[src/design/rgas_pkg.sv]
package rgas_pkg;

  localparam logic [1:0] OP_NODE = 2'd0;
  localparam logic [1:0] OP_SEG  = 2'd1;
  localparam logic [1:0] OP_FIND = 2'd2;

  localparam logic [1:0] STATUS_SEG   = 2'd0;
  localparam logic [1:0] STATUS_EMPTY = 2'd1;
  localparam logic [1:0] STATUS_NONE  = 2'd2;

  localparam logic [6:0] NO_PARENT = 7'h40;

  typedef struct packed {
    logic [30:0] x;
    logic [30:0] y;
    logic [30:0] z;
  } pos_t;

  typedef struct packed {
    logic [5:0]  from_node;
    logic [5:0]  to_node;
    logic        two_way;
    logic [23:0] weight;
  } seg_t;

  typedef struct packed {
    logic [30:0] cost;
    logic [32:0] h;
    logic [6:0]  parent;
    logic [7:0]  seg;
  } rec_t;

  typedef struct packed {
    logic start;
    pos_t a;
    pos_t b;
  } heur_req_t;

  typedef struct packed {
    logic        done;
    logic [32:0] h;
  } heur_rsp_t;

  typedef enum logic [1:0] {
    H_IDLE,
    H_SQ,
    H_ROOT
  } heur_phase_t;

  typedef enum logic [4:0] {
    ST_IDLE,
    ST_GOAL_RD,
    ST_START_RD,
    ST_START_GO,
    ST_START_H,
    ST_SEL_OPEN,
    ST_SEL_REC,
    ST_SEL_CMP,
    ST_REM_RD,
    ST_REM_WR,
    ST_CUR_RD,
    ST_CUR_CHK,
    ST_SEG_RD,
    ST_SEG_CHK,
    ST_NB_CHK,
    ST_NB_POS,
    ST_NB_H,
    ST_BT_RD,
    ST_BT_CHK,
    ST_EMIT_RD,
    ST_EMIT_OUT,
    ST_STATUS
  } state_t;

endpackage

[src/design/rgas_heur.sv]
module rgas_heur (
  input  logic                clk,
  input  logic                rst_n,
  input  rgas_pkg::heur_req_t req,
  output rgas_pkg::heur_rsp_t rsp
);

  rgas_pkg::heur_phase_t phase_r, phase_nxt;
  logic [4:0]         cnt_r;
  logic signed [31:0] dx_r, dy_r, dz_r;
  logic signed [31:0] d_sel;
  logic [30:0]        mag;
  logic [61:0]        prod_r;
  logic [63:0]        acc_r;
  logic [33:0]        rem_r;
  logic [31:0]        root_r;
  logic [35:0]        rem_sh;
  logic [35:0]        trial;
  logic               done_r;

  always_comb begin
    case (cnt_r[1:0])
      2'd0:    d_sel = dx_r;
      2'd1:    d_sel = dy_r;
      default: d_sel = dz_r;
    endcase
    mag = d_sel[31] ? 31'(-d_sel) : d_sel[30:0];
    rem_sh = {rem_r, acc_r[63:62]};
    trial = {2'b00, root_r, 2'b01};
  end

  always_comb begin
    phase_nxt = phase_r;
    case (phase_r)
      rgas_pkg::H_IDLE: if (req.start) phase_nxt = rgas_pkg::H_SQ;
      rgas_pkg::H_SQ:   if (cnt_r == 5'd3) phase_nxt = rgas_pkg::H_ROOT;
      rgas_pkg::H_ROOT: if (cnt_r == 5'd31) phase_nxt = rgas_pkg::H_IDLE;
      default:          phase_nxt = rgas_pkg::H_IDLE;
    endcase
  end

  always_ff @(posedge clk) begin
    if (!rst_n) begin
      phase_r <= rgas_pkg::H_IDLE;
      done_r <= 1'b0;
    end else begin
      phase_r <= phase_nxt;
      done_r <= (phase_r == rgas_pkg::H_ROOT) && (cnt_r == 5'd31);
    end
  end

  always_ff @(posedge clk) begin
    case (phase_r)
      rgas_pkg::H_IDLE: begin
        cnt_r <= '0;
        acc_r <= '0;
        dx_r <= 32'($signed(req.a.x)) - 32'($signed(req.b.x));
        dy_r <= 32'($signed(req.a.y)) - 32'($signed(req.b.y));
        dz_r <= 32'($signed(req.a.z)) - 32'($signed(req.b.z));
      end
      rgas_pkg::H_SQ: begin
        // square one axis per cycle, accumulate the previous product
        if (cnt_r != 5'd3) prod_r <= mag * mag;
        if (cnt_r != 5'd0) acc_r <= acc_r + {2'b00, prod_r};
        if (cnt_r == 5'd3) begin
          cnt_r <= '0;
          rem_r <= '0;
          root_r <= '0;
        end else begin
          cnt_r <= cnt_r + 5'd1;
        end
      end
      rgas_pkg::H_ROOT: begin
        // one result bit per cycle
        if (rem_sh >= trial) begin
          rem_r <= 34'(rem_sh - trial);
          root_r <= {root_r[30:0], 1'b1};
        end else begin
          rem_r <= rem_sh[33:0];
          root_r <= {root_r[30:0], 1'b0};
        end
        acc_r <= {acc_r[61:0], 2'b00};
        cnt_r <= cnt_r + 5'd1;
      end
      default: cnt_r <= '0;
    endcase
  end

  assign rsp.done = done_r;
  assign rsp.h = {1'b0, root_r};

endmodule

[config.mk]
export PLATFORM = sky130hd
export DESIGN_NAME = rgas_heur
export DESIGN_NICKNAME = d
export VERILOG_FILES = /design/src/design/rgas_pkg.sv /design/src/design/rgas_heur.sv
export SDC_FILE = /design/constraint.sdc
export NUM_CORES = 2
export LEC_CHECK = 0
export CAP_MARGIN = 30
export CORE_MARGIN = 5
export CORE_UTILIZATION = 60
export CTS_BUF_LIST = sky130_fd_sc_hd__clkbuf_4
export CTS_CLUSTER_DIAMETER = 50
export DETAILED_ROUTE_END_ITERATION = 7
export DONT_BUFFER_PORTS = 1
export PLACE_DENSITY = 0.79
export SLEW_MARGIN = 30
export SYNTH_ARGS = -nofsm -noshare
export SYNTH_HDL_FRONTEND = slang
export SYNTH_SLANG_ARGS = --single-unit
[constraint.sdc]
create_clock -name clk -period 11.5 [get_ports clk]
set_input_delay 0.575 -clock clk [delete_from_list [all_inputs] [get_ports clk]]
set_output_delay 0.575 -clock clk [all_outputs]
set_load 0.02 [all_outputs]
==> run_results.csv <==
group,metric,value,unit
run_status,outcome,"finished clean",
setup_path,end_kind,"flip-flop",
logic_synthesis,synth.avg_cell_area,9.401,µm²
routing,drc,0,
cts,htreeDepth,3,
routing,viasPerCell,5.775,
floorplanning,initial_utilization,60.27,%
floorplanning,fp-row-count,104,
grt,grt_use_total,29.44,%
final_layout,area_delta_synth_final,5.030,%
sta,relSlewSlack,26.33,%
sta,final_max_slew_viol_count,0,
placement,place.port_buffers,0,
sta,grt_setup_unrepaired,"no",
floorplanning,die_x,293.8,µm
final_layout,multi_input_area,34710,µm²
final_layout,layout_commonest_cell,"inv_1",
logic_synthesis,async_reset_ff_share,0,%
sta,finClkSkew,132.7,ps
grt,grt-ovfl-total,0,
setup_path,r2r_slack,440,ps
sta,finalSetupViolations,0,
placement,dpl.hpwl,101800,µm
final_layout,num-fill-cells,6593,
setup_path,cp-start-kind,"flip-flop",
cts,path_clk_slew,70,ps
routing,drt-wirelength-per-cell,20.00,µm
setup_path,path_buf_inv,10,
sta,period_share,96.17,%
setup_path,worstSetupPathType,"reg -> reg",
routing,drtIter0Drc,2969,
setup_path,cp_common_cell,"fa_1",
floorplanning,die_y,293.8,µm
placement,gp_congestion,0.9820,
sta,timing.final.crit_period,11060,ps
final_layout,final_nets,6548,
final_layout,regArea,8778,µm²
job,maxCapViolCount,0,
min_path,worstHoldStart,"req[96]",
min_path,whs_endpoint,"dz_r[3]",
setup_path,r2r-start,"cnt_r[0]",
cts,clk_latency,910,ps
logic_synthesis,syn_inst,5139,
cts,root_buffer,"clkbuf_4",
setup_path,r2r_end,"prod_r[58]",
setup_path,rr_worst_depth,39,
logic_synthesis,synthFlopType,"edfxtp_1",
grt,grt_pass1_vias,38340,
routing,via_count,36150,
final_layout,final_cell_mix,"inv_1 (1,114), fa_1 (749), ha_1 (460), nor2_1 (413), nand2_1 (407)",
grt,grt_max_degree,70,
floorplanning,die_area,86290,µm²
logic_synthesis,ys_warn_count,0,
setup_path,critPathMaxFanout,28,
final_layout,drive_gt1_share,5.829,%
floorplanning,coreArea,80160,µm²
logic_synthesis,yosysUniqueCellTypes,99,
grt,antenna_found_initial,3,
sta,hold_viol,0,
floorplanning,pin_count,223,
sta,clock.fmax,90.42,MHz
logic_synthesis,synth-edff-count,287,
routing,first_pass_iters,8,
setup_path,worst_ep_arrival_time,11590,ps
logic_synthesis,ys_ff_latch,295,
cts,cts_num_sinks,295,
routing,antenna_left,0,
setup_path,slowest_stage,"fa_1",
logic_synthesis,ys_seq_area_share,18.17,%
min_path,holdPathStages,3,
setup_path,path_delay_family,"adder cells",
logic_synthesis,synth.cell_area,48310,µm²
min_path,hp-class,"in -> reg",
sta,finalSetupTns,0,ps
logic_synthesis,synth_nets,6538,
cts,cts_buffers,76,
setup_path,crit_path_max_incr_delay,530,ps
cts,cts_tree,"done",
routing,routed_wl,125200,µm
cts,clk_path_buf_depth,3,
setup_path,required,12030,ps
sta,tightest_slew,1104,ps
grt,grt_first_pass_wirelength,202500,µm
## cells in the mapped netlist (all sizes together), types with 50 or more instances
master | n | area, µm²
nor2b | 62 | 387.9
ha | 461 | 5768
inv | 1142 | 4287
fa | 749 | 14990
xor2 | 98 | 880.8
nor2 | 424 | 1619
nand3 | 50 | 255.3
o21ai | 160 | 812.0
a21o | 147 | 1104
edfxtp | 287 | 8618
a21oi | 249 | 1280
o21bai | 51 | 382.9
clkbuf | 106 | 397.9
nand2 | 409 | 1540
xnor2 | 172 | 1555
## worst min-delay path: stages
cell    delay [ps]
ha_1           150
nor3_1          60
nor2_1          80
## registers in the layout, indices dropped and copies added, names as in the netlist
name,cells
prod_r,61
rem_r,34
dx_r,32
dz_r,32
dy_r,32
root_r,32
done_r,1
cnt_r,5
acc_r,64
phase_r,2
## logic make-up (layout without fill, tap and decap cells)
group	Yosys count	after routing	synth area share, %
other	1	2	0.007762
muxes	33	33	0.6863
AOI/OAI and AO/OA	892	892	12.29
adders and majority gates	1210	1210	42.98
and+or+nand+nor	1144	1144	10.54
xor gates and xnor gates	270	270	5.043
DFF	295	295	18.17
buffers and inverters	1294	1353	10.28
## metal layers
metal  part of all wire (%)  vias up  global-route usage [%]  wire, µm
li1                       -    16550                       -         -
met1                     40    17580                   39.08     50200
met2                     46     1615                   47.38     57200
met3                    9.5      394                   7.381     11900
met4                    4.7        4                   10.90      5832
met5                  0.022        -                       0        27
## stage by stage
stage               worst slack, ps  instance area, µm²  std cells  utilization, %  hold WS [ps]
floorplan                     528.5               48310       5139               -         444.9
CTS                           336.1               50640       6250           63.17         4.865
detailed placement            465.5               49550       6111           61.82         487.6
global route                  14.38               50740       6259           63.30         56.18
finish                        440.5               50740       6259           63.30         73.04
global placement              711.3               49530       6111           61.79         464.8
## repair_timing
| item | 4_1_cts | 5_1_grt |
|---|---|---|
| hold buffers | 12 | 0 |
| setup endpoints to repair | 0 | 6 |
| hold endpoints to repair | 11 | 0 |
| resized for setup | 0 | 9 |
| setup buffers | 0 | 8 |
## worst max path at each step
stage	start	endpoint	slack, ps	cells past startpoint
final	cnt_r[0]	prod_r[58]	440	39
after global placement	cnt_r[0]	prod_r[58]	710	39
after global routing	cnt_r[0]	prod_r[48]	10	35
after detailed placement	cnt_r[0]	prod_r[58]	470	36
after CTS	cnt_r[0]	prod_r[58]	340	40
after floorplan	phase_r[1]	rem_r[0]	530	5
## area by class of cell
cell class	instances	area share (%)
Antenna cell	1	0.004932
Tap cell	1060	2.614
Inverter	1145	8.502
Clock inverter	20	0.3255
Multi-Input combinational cell	3550	68.41
Sequential cell	295	17.30
Timing Repair Buffer	81	1.258
Clock buffer	107	1.583
Power is left out: the tool's default activity adds up to more than one toggle a clock period on the data nets, which glitch-free logic cannot reach.
